$ cat src/rtl/core/sip_pkg.sv
// shared types, codes and character helpers for the suffixed integer parser
package sip_pkg;

  localparam int unsigned DataW = 64;
  localparam int unsigned CharW = 8;
  localparam int unsigned AddrW = 4;

  localparam logic [DataW-1:0] AllOnes = {DataW{1'b1}};
  localparam logic [DataW-1:0] SignBit = {1'b1, {(DataW-1){1'b0}}};

  // register index, taken from paddr bit 3 (registers at byte 0 and 8)
  localparam logic RegMinIdx = 1'b0;
  localparam logic RegMaxIdx = 1'b1;

  localparam logic [CharW-1:0] ChNul   = 8'h00;
  localparam logic [CharW-1:0] ChPlus  = 8'h2b;
  localparam logic [CharW-1:0] ChMinus = 8'h2d;
  localparam logic [CharW-1:0] ChZero  = 8'h30;
  localparam logic [CharW-1:0] ChLowX  = 8'h78;
  localparam logic [CharW-1:0] ChUpX   = 8'h58;

  typedef enum logic [6:0] {
    PH_WS     = 7'b0000001,
    PH_SIGNED = 7'b0000010,
    PH_ZERO   = 7'b0000100,
    PH_XPFX   = 7'b0001000,
    PH_DIGITS = 7'b0010000,
    PH_TRAIL  = 7'b0100000,
    PH_BAD    = 7'b1000000
  } phase_e;

  typedef enum logic [1:0] {
    RX_DEC = 2'd0,
    RX_OCT = 2'd1,
    RX_HEX = 2'd2
  } radix_e;

  typedef enum logic [1:0] {
    ST_OK        = 2'd0,
    ST_INVALID   = 2'd1,
    ST_TOO_LARGE = 2'd2,
    ST_RANGE     = 2'd3
  } status_e;

  // what the result stage needs of the parse state at the terminator
  typedef struct packed {
    logic             number;
    logic             negative;
    logic [DataW-1:0] accum;
  } parse_sum_t;

  function automatic logic is_ws(input logic [CharW-1:0] c);
    return (c == 8'd32) || (c >= 8'd9 && c <= 8'd13);
  endfunction

  // digit value, 16 when the character is no hex digit
  function automatic logic [4:0] digit_val(input logic [CharW-1:0] c);
    logic [4:0] v;
    v = 5'd16;
    if (c >= 8'h30 && c <= 8'h39) v = 5'(c - 8'h30);
    else if (c >= 8'h61 && c <= 8'h66) v = 5'(c - 8'h61 + 8'd10);
    else if (c >= 8'h41 && c <= 8'h46) v = 5'(c - 8'h41 + 8'd10);
    return v;
  endfunction

  // shift of a size suffix, zero when the character is none
  function automatic logic [5:0] suffix_shift(input logic [CharW-1:0] c);
    logic [CharW-1:0] lc;
    logic [5:0]       sh;
    lc = (c >= 8'h41 && c <= 8'h5a) ? c + 8'd32 : c;
    case (lc)
      8'h62:   sh = 6'd9;
      8'h6b:   sh = 6'd10;
      8'h6d:   sh = 6'd20;
      8'h67:   sh = 6'd30;
      8'h74:   sh = 6'd40;
      8'h70:   sh = 6'd50;
      8'h65:   sh = 6'd60;
      default: sh = 6'd0;
    endcase
    return sh;
  endfunction

endpackage

$ cat src/rtl/core/sip_parse_core.sv
// per-character parse state: phase, sign, radix, accumulator and overflow flag
module sip_parse_core import sip_pkg::*; (
  input  logic             clk_i,
  input  logic             rst_ni,
  input  logic             step_i,
  input  logic             clear_i,
  input  logic [CharW-1:0] char_i,
  output parse_sum_t       sum_o
);

  phase_e           phase_q, phase_d;
  radix_e           radix_q, radix_d, rad_use;
  logic             neg_q, neg_d;
  logic             ovf_q, ovf_d;
  logic [DataW-1:0] accum_q, accum_d;

  logic [4:0]       dig;
  logic [5:0]       sh;
  logic             ws;
  logic             take_digit, do_after, dig_ok;
  logic [DataW+3:0] acc_ext, prod;
  logic [DataW-1:0] hi_mask;

  assign dig     = digit_val(char_i);
  assign sh      = suffix_shift(char_i);
  assign ws      = is_ws(char_i);
  assign acc_ext = {4'd0, accum_q};
  assign hi_mask = ~(AllOnes >> sh);

  always_comb begin
    case (radix_q)
      RX_OCT:  dig_ok = dig < 5'd8;
      RX_HEX:  dig_ok = dig < 5'd16;
      default: dig_ok = dig < 5'd10;
    endcase
  end

  always_comb begin
    phase_d    = phase_q;
    radix_d    = radix_q;
    neg_d      = neg_q;
    ovf_d      = ovf_q;
    accum_d    = accum_q;
    rad_use    = radix_q;
    take_digit = 1'b0;
    do_after   = 1'b0;

    case (phase_q)
      PH_WS, PH_SIGNED: begin
        if (phase_q == PH_WS && ws) begin
          phase_d = PH_WS;
        end else if (phase_q == PH_WS && (char_i == ChPlus || char_i == ChMinus)) begin
          neg_d   = (char_i == ChMinus);
          phase_d = PH_SIGNED;
        end else if (char_i == ChZero) begin
          radix_d = RX_OCT;
          phase_d = PH_ZERO;
        end else if (dig < 5'd10) begin
          radix_d    = RX_DEC;
          rad_use    = RX_DEC;
          take_digit = 1'b1;
          phase_d    = PH_DIGITS;
        end else begin
          phase_d = PH_BAD;
        end
      end
      PH_ZERO: begin
        if (char_i == ChLowX || char_i == ChUpX) begin
          radix_d = RX_HEX;
          phase_d = PH_XPFX;
        end else if (dig < 5'd8) begin
          rad_use    = RX_OCT;
          take_digit = 1'b1;
          phase_d    = PH_DIGITS;
        end else begin
          do_after = 1'b1;
        end
      end
      PH_XPFX: begin
        if (dig < 5'd16) begin
          rad_use    = RX_HEX;
          take_digit = 1'b1;
          phase_d    = PH_DIGITS;
        end else begin
          phase_d = PH_BAD;
        end
      end
      PH_DIGITS: begin
        if (dig_ok) take_digit = 1'b1;
        else do_after = 1'b1;
      end
      PH_TRAIL: begin
        if (!ws) phase_d = PH_BAD;
      end
      default: phase_d = PH_BAD;
    endcase

    // multiply by the radix with shifts, overflow shows above bit 63
    case (rad_use)
      RX_OCT:  prod = (acc_ext << 3) + {{(DataW-1){1'b0}}, dig};
      RX_HEX:  prod = (acc_ext << 4) + {{(DataW-1){1'b0}}, dig};
      default: prod = (acc_ext << 3) + (acc_ext << 1) + {{(DataW-1){1'b0}}, dig};
    endcase

    if (take_digit && !ovf_q) begin
      if (prod[DataW+3:DataW] != 4'd0) begin
        accum_d = AllOnes;
        ovf_d   = 1'b1;
      end else begin
        accum_d = prod[DataW-1:0];
      end
    end

    if (do_after) begin
      if (ws) begin
        phase_d = PH_TRAIL;
      end else if (sh == 6'd0 || (accum_q & hi_mask) != '0) begin
        phase_d = PH_BAD;
      end else begin
        accum_d = accum_q << sh;
        phase_d = PH_TRAIL;
      end
    end
  end

  always_ff @(posedge clk_i or negedge rst_ni) begin
    if (!rst_ni) begin
      phase_q <= PH_WS;
      radix_q <= RX_DEC;
      neg_q   <= 1'b0;
      ovf_q   <= 1'b0;
      accum_q <= '0;
    end else if (clear_i) begin
      phase_q <= PH_WS;
      radix_q <= RX_DEC;
      neg_q   <= 1'b0;
      ovf_q   <= 1'b0;
      accum_q <= '0;
    end else if (step_i) begin
      phase_q <= phase_d;
      radix_q <= radix_d;
      neg_q   <= neg_d;
      ovf_q   <= ovf_d;
      accum_q <= accum_d;
    end
  end

  assign sum_o.number   = (phase_q == PH_ZERO) || (phase_q == PH_DIGITS) ||
                          (phase_q == PH_TRAIL);
  assign sum_o.negative = neg_q;
  assign sum_o.accum    = accum_q;

endmodule

$ cat src/rtl/core/sip_result.sv
// two-stage result path: sign and magnitude check, then range check and output register
module sip_result import sip_pkg::*; (
  input  logic             clk_i,
  input  logic             rst_ni,
  input  logic             valid_i,
  output logic             ready_o,
  input  parse_sum_t       sum_i,
  input  logic [DataW-1:0] min_i,
  input  logic [DataW-1:0] max_i,
  output logic             valid_o,
  input  logic             ready_i,
  output logic [DataW-1:0] value_o,
  output logic [1:0]       status_o
);

  logic             f1_v_q, out_v_q;
  logic [DataW-1:0] f1_val_q, f1_val_d, out_val_q, out_val_d;
  status_e          f1_st_q, f1_st_d, out_st_q, out_st_d;
  logic             out_en, f1_en;

  assign out_en  = !out_v_q || ready_i;
  assign f1_en   = !f1_v_q || out_en;
  assign ready_o = f1_en;

  always_comb begin
    f1_val_d = '0;
    f1_st_d  = ST_OK;
    if (!sum_i.number || (!sum_i.negative && sum_i.accum == AllOnes)) begin
      f1_st_d = ST_INVALID;
    end else if (sum_i.negative) begin
      if (sum_i.accum > SignBit) f1_st_d = ST_TOO_LARGE;
      else f1_val_d = '0 - sum_i.accum;
    end else begin
      if (sum_i.accum[DataW-1]) f1_st_d = ST_TOO_LARGE;
      else f1_val_d = sum_i.accum;
    end
  end

  always_comb begin
    out_st_d  = f1_st_q;
    out_val_d = f1_val_q;
    if (f1_st_q == ST_OK &&
        ($signed(f1_val_q) < $signed(min_i) || $signed(max_i) < $signed(f1_val_q))) begin
      out_st_d = ST_RANGE;
    end
    if (out_st_d != ST_OK) out_val_d = '0;
  end

  always_ff @(posedge clk_i or negedge rst_ni) begin
    if (!rst_ni) begin
      f1_v_q  <= 1'b0;
      out_v_q <= 1'b0;
    end else begin
      if (f1_en) f1_v_q <= valid_i;
      if (out_en) out_v_q <= f1_v_q;
    end
  end

  always_ff @(posedge clk_i) begin
    if (f1_en && valid_i) begin
      f1_val_q <= f1_val_d;
      f1_st_q  <= f1_st_d;
    end
    if (out_en && f1_v_q) begin
      out_val_q <= out_val_d;
      out_st_q  <= out_st_d;
    end
  end

  assign valid_o  = out_v_q;
  assign value_o  = out_val_q;
  assign status_o = out_st_q;

endmodule

$ cat src/rtl/core/suffixed_integer_parser_unit.sv
// top level: input register, parse state, result path and register port
// Parses a zero-terminated text integer (optional sign, C-style 0x/0 radix prefix,
// optional size suffix b/k/m/g/t/p/e) arriving one character per transfer, and
// returns one value with a status for each terminating zero byte. One character
// is taken every cycle while no zero byte waits for the result path; the parse state
// is updated from the registered character. After the transfer of its zero byte, the
// result of a string passes the input register, the magnitude check and the range check
// into the output register, and the output register lets input continue while a
// result waits. min_value sits at byte 0 and max_value at byte 8, both 64 bits;
// write them only while no string is in flight.
module suffixed_integer_parser_unit import sip_pkg::*; (
  input  logic             clk_i,
  input  logic             rst_ni,
  input  logic             psel,
  input  logic             penable,
  input  logic             pwrite,
  input  logic [AddrW-1:0] paddr,
  input  logic [DataW-1:0] pwdata,
  output logic [DataW-1:0] prdata,
  output logic             pready,
  input  logic             in_valid_i,
  output logic             in_ready_o,
  input  logic [CharW-1:0] char_in_i,
  output logic             out_valid_o,
  input  logic             out_ready_i,
  output logic [DataW-1:0] value_o,
  output logic [1:0]       status_o
);

  logic             s1_v_q;
  logic [CharW-1:0] char_q;
  logic [DataW-1:0] min_q, max_q;
  logic             is_term, fin_ready, s1_go, step, clear;
  parse_sum_t       sum;

  assign pready = 1'b1;
  assign prdata = (paddr[3] == RegMaxIdx) ? max_q : min_q;

  always_ff @(posedge clk_i or negedge rst_ni) begin
    if (!rst_ni) begin
      min_q <= SignBit;
      max_q <= ~SignBit;
    end else if (psel && penable && pwrite) begin
      if (paddr[3] == RegMinIdx) min_q <= pwdata;
      else max_q <= pwdata;
    end
  end

  // a zero byte moves on only when the result path can take it
  assign is_term    = s1_v_q && (char_q == ChNul);
  assign step       = s1_v_q && (char_q != ChNul);
  assign clear      = is_term && fin_ready;
  assign s1_go      = step || clear;
  assign in_ready_o = !s1_v_q || s1_go;

  always_ff @(posedge clk_i or negedge rst_ni) begin
    if (!rst_ni) begin
      s1_v_q <= 1'b0;
    end else if (in_ready_o) begin
      s1_v_q <= in_valid_i;
    end
  end

  always_ff @(posedge clk_i) begin
    if (in_ready_o && in_valid_i) char_q <= char_in_i;
  end

  sip_parse_core u_core (
    .clk_i   (clk_i),
    .rst_ni  (rst_ni),
    .step_i  (step),
    .clear_i (clear),
    .char_i  (char_q),
    .sum_o   (sum)
  );

  sip_result u_result (
    .clk_i    (clk_i),
    .rst_ni   (rst_ni),
    .valid_i  (is_term),
    .ready_o  (fin_ready),
    .sum_i    (sum),
    .min_i    (min_q),
    .max_i    (max_q),
    .valid_o  (out_valid_o),
    .ready_i  (out_ready_i),
    .value_o  (value_o),
    .status_o (status_o)
  );

endmodule
$ cat config.mk
export PLATFORM = sky130hd
export DESIGN_NAME = suffixed_integer_parser_unit
export DESIGN_NICKNAME = d
export VERILOG_FILES = /design/src/rtl/core/sip_pkg.sv /design/src/rtl/core/sip_parse_core.sv /design/src/rtl/core/sip_result.sv /design/src/rtl/core/suffixed_integer_parser_unit.sv
export SDC_FILE = /design/constraint.sdc
export NUM_CORES = 2
export LEC_CHECK = 0
export BUFFER_PORTS_ARGS = -buffer_cell sky130_fd_sc_hd__buf_4
export CORE_MARGIN = 8
export CORE_UTILIZATION = 61
export DETAILED_ROUTE_END_ITERATION = 8
export HOLD_SLACK_MARGIN = 0.05
export MAX_ROUTING_LAYER = met4
export PLACE_DENSITY = 0.8
export SETUP_SLACK_MARGIN = 0.5
export SYNTH_ARGS = -nofsm -noshare
export SYNTH_HDL_FRONTEND = slang
export SYNTH_SLANG_ARGS = --single-unit
$ cat constraint.sdc
create_clock -name clk_i -period 7.23 [get_ports clk_i]
set_input_delay 0.723 -clock clk_i [delete_from_list [all_inputs] [get_ports clk_i]]
set_output_delay 0.723 -clock clk_i [all_outputs]
set_load 0.05 [all_outputs]
==> impl_metrics.json <==
{
  "syn_inst": 4073,
  "core_area_mm2": 0.0536,
  "yosysUniqueCellTypes": 93,
  "rsz0062_at_grt": "false",
  "mostFrequentLayoutCells": "nand2_1 (404), buf_4 (323), o21ai_0 (287), nor2_1 (285), ha_1 (266)",
  "violations": "design-rule violations",
  "p_leak_nw": 15.7,
  "syn_nets": 4429,
  "hold_viol": 0,
  "cts_sinks": 346,
  "p_total_mw": 6.59,
  "portBuffers": 211,
  "cts_tree": "done",
  "multi_input_area_mm2": 0.0217,
  "crit_slowest_cell": "or4_1",
  "cp_max_fo": 19,
  "drtAntennaViolNets": 0,
  "ioPinCount": 216,
  "regToRegStartpoint": "char_q[0]$_DFFE_PP_",
  "seq_area_mm2": 0.00944,
  "synth_area_mm2": 0.0330,
  "arrival_ns": 6.90,
  "relSlewSlack_pct": 5.41,
  "path_clk_slew_ns": 0.07,
  "start_util_pct": 61.5,
  "synth_edf_count": 140,
  "grt_max_degree": 138,
  "ys_ff_latch": 346,
  "finalMaxSlewViolations": 0,
  "vdd.ir_drop.worst_v": 0.000149,
  "ys.flop_type": "dfrtp_1",
  "hp-class": "primary input to asynchronous set/reset pin",
  "clock_skew_ns": 0.0221,
  "post_drt_wl_per_cell_um": 27.2,
  "dpl_cell_area_mm2": 0.0351,
  "fin_nets": 4477,
  "fin_crit_sh_pct": 89.5,
  "drive_above_1_share_pct": 15.6,
  "grt_pass1_vias": 32770,
  "synth.avg_cell_area_um2": 8.10,
  "hold_buffers": 0,
  "cts_buffer_depth": 3,
  "fillCellCount": 4485,
  "die_y_um": 249,
  "synth_seq_area_share_pct": 28.6,
  "dieWidth_um": 249,
  "finalSetupViolCount": 0,
  "crit_chain": "inv_1 -> ha_2 -> o21bai_1 -> a21oi_1 -> a41oi_2 -> nor2_1 -> inv_1 -> fa_1 -> ha_1 -> o211a_1 -> a2111oi_2 -> nor4_1 -> or4_1 -> and2_0 -> a221oi_2 -> mux2i_1 -> a211oi_4 -> buf_4 -> nor2_1 -> buf_4 -> o31ai_1 -> o221ai_1",
  "htreeDepth": 2,
  "viasPerCell": 7.11,
  "post-route-min-period_ns": 6.47,
  "power.density_mw_per_mm2": 181,
  "drt-initial-drc-count": 4981,
  "final_common_cell": "nand2_1",
  "endpoint_kind": "register",
  "design.die.area_mm2": 0.0618,
  "path_class": "register to register",
  "fmax_mhz": 155,
  "antenna_found_initial": 6,
  "fin_area_mm2": 0.0365,
  "vias": 34478,
  "tightest_slew_ns": 1.41,
  "cp.depth": 22,
  "numCtsBuffers": 39,
  "post-route-util_pct": 68.0,
  "finalSetupTns_ns": 0,
  "clock_latency_ns": 0.58,
  "wl_um": 132000,
  "drcViolationCount": 3,
  "syn_to_final_growth_pct": 10.5,
  "dp_hpwl_um": 97800,
  "whs_ns": 0.133,
  "grt_usage_pct": 41.8,
  "ys_warn_count": 0,
  "async_flop_share_pct": 59.5,
  "cp.required_ns": 7.66,
  "overflow": 0,
  "rr_worst_depth": 22,
  "rows": 85,
  "status": "complete, but fails checks",
  "startpoint_type": "register",
  "cts_root_buf": "clkbuf_16",
  "firstDrtPassIters": 9,
  "grt_pass1_wl_um": 199000,
  "r2r-end": "u_core.accum_q[10]$_DFFE_PN0P_",
  "maxCapViolCount": 0,
  "cpPeakStageDelay_ns": 0.67,
  "crit_family": "compound AO/OA/AOI/OAI gates",
  "place_congestion": 1.13,
  "rrSetupSlack_ns": 0.76,
  "path_buf_inv": 4
}
worst max-delay path by stage:
stage | end | from | slack [ns]
after floorplan | u_core.accum_q[52]$_DFFE_PN0P_ | char_q[1]$_DFFE_PP_ | 1.45
after global placement | u_core.accum_q[10]$_DFFE_PN0P_ | char_q[0]$_DFFE_PP_ | 0.87
after detailed placement | u_core.accum_q[27]$_DFFE_PN0P_ | char_q[0]$_DFFE_PP_ | 0.73
after CTS | u_core.accum_q[1]$_DFFE_PN0P_ | char_q[0]$_DFFE_PP_ | 0.68
after global routing | u_core.accum_q[46]$_DFFE_PN0P_ | char_q[0]$_DFFE_PP_ | 0.51
final | u_core.accum_q[10]$_DFFE_PN0P_ | char_q[0]$_DFFE_PP_ | 0.76
stage by stage:
stage / setup slack [ns] / cells
finish: 0.762 / 4850
detailed placement: 0.728 / 4772
global route: 0.508 / 4850
floorplan: 1.45 / 4073
CTS: 0.682 / 4841
global placement: 0.871 / 4772
cell usage after synthesis (41+ instances only):
| library cell | count | area (µm²) |
|---|---|---|
| a211oi_1 | 47 | 353 |
| nand3_1 | 177 | 886 |
| mux2_2 | 138 | 1550 |
| nor2_1 | 288 | 1080 |
| dfstp_2 | 65 | 1710 |
| ha_1 | 269 | 3370 |
| inv_1 | 182 | 683 |
| xor2_1 | 91 | 797 |
| a21oi_1 | 231 | 1160 |
| nand4_1 | 83 | 519 |
| a21o_1 | 96 | 721 |
| o31ai_1 | 41 | 308 |
| o21ai_0 | 290 | 1450 |
| nor3_1 | 127 | 636 |
| clkbuf_1 | 268 | 1010 |
| o211ai_1 | 84 | 631 |
| edfxtp_1 | 140 | 4200 |
| a221oi_1 | 58 | 508 |
| xnor2_1 | 109 | 955 |
| nand2_1 | 404 | 1520 |
| nor4_1 | 100 | 626 |
| dfrtp_1 | 141 | 3530 |
cell type report:
class	instances	share of cell area, %
repair buffers	325	6.74
clock buffers	58	3.01
clock inverters	11	0.408
diodes	5	0.0343
well taps	696	2.39
inverters	183	1.88
multi-input cells	3226	59.6
flip-flops and latches	346	25.9
registers in the layout (all words and copies together), names as in the netlist:
name               cells
max_q                 64
min_q                 64
u_core.accum_q        64
u_result.f1_val_q     64
u_result.value_o      64
char_q                 8
u_core.phase_q         7
u_core.radix_q         2
u_result.f1_st_q       2
u_result.status_o      2
s1_v_q                 1
u_core.neg_q           1
u_core.ovf_q           1
u_result.f1_v_q        1
u_result.valid_o       1
power by group:
part / internal, mW / switching [mW]
logic: 0.727 / 1.42
clock network: 1.13 / 0.843
registers: 2.27 / 0.191
worst register-to-register path, cell delays in order (launching register included):
cell	delay, ns
edfxtp_1	0.48
inv_1	0.18
ha_2	0.31
o21bai_1	0.10
a21oi_1	0.37
a41oi_2	0.11
nor2_1	0.25
inv_1	0.17
fa_1	0.46
ha_1	0.36
o211a_1	0.28
a2111oi_2	0.47
nor4_1	0.22
or4_1	0.67
and2_0	0.31
a221oi_2	0.28
mux2i_1	0.17
a211oi_4	0.31
buf_4	0.20
nor2_1	0.04
buf_4	0.21
o31ai_1	0.26
o221ai_1	0.15
logic make-up (layout without fill, tap and decap cells):
family          count (synthesis)  after routing  share of synthesized area, %
compound gates               1183           1183                          23.4
xor+xnor                      200            200                          5.31
fa+ha+maj                     273            273                          10.4
buf+inv                       501            577                          5.93
flops                         346            346                          28.6
mux                           164            164                          5.54
other cells                     1              6                        0.0114
simple gates                 1405           1405                          20.8
timing repair:
item	in CTS	in global routing
setup endpoints to repair	0	59
resized for setup	0	3
setup buffers	0	4
per-layer routing:
layer  routed length [µm]  vias to the layer above  global-route usage (%)  part of all wire (%)
met4                 9490                        0                    24.7                   7.2
met5                    0                        -                       -                     0
met2                57000                     2448                    61.9                    43
met3                16400                      574                    11.1                    12
met1                49000                    16205                    51.0                    37
li1                     -                    15251                       -                     -
Note: power is estimated with default switching activity, not from simulation.
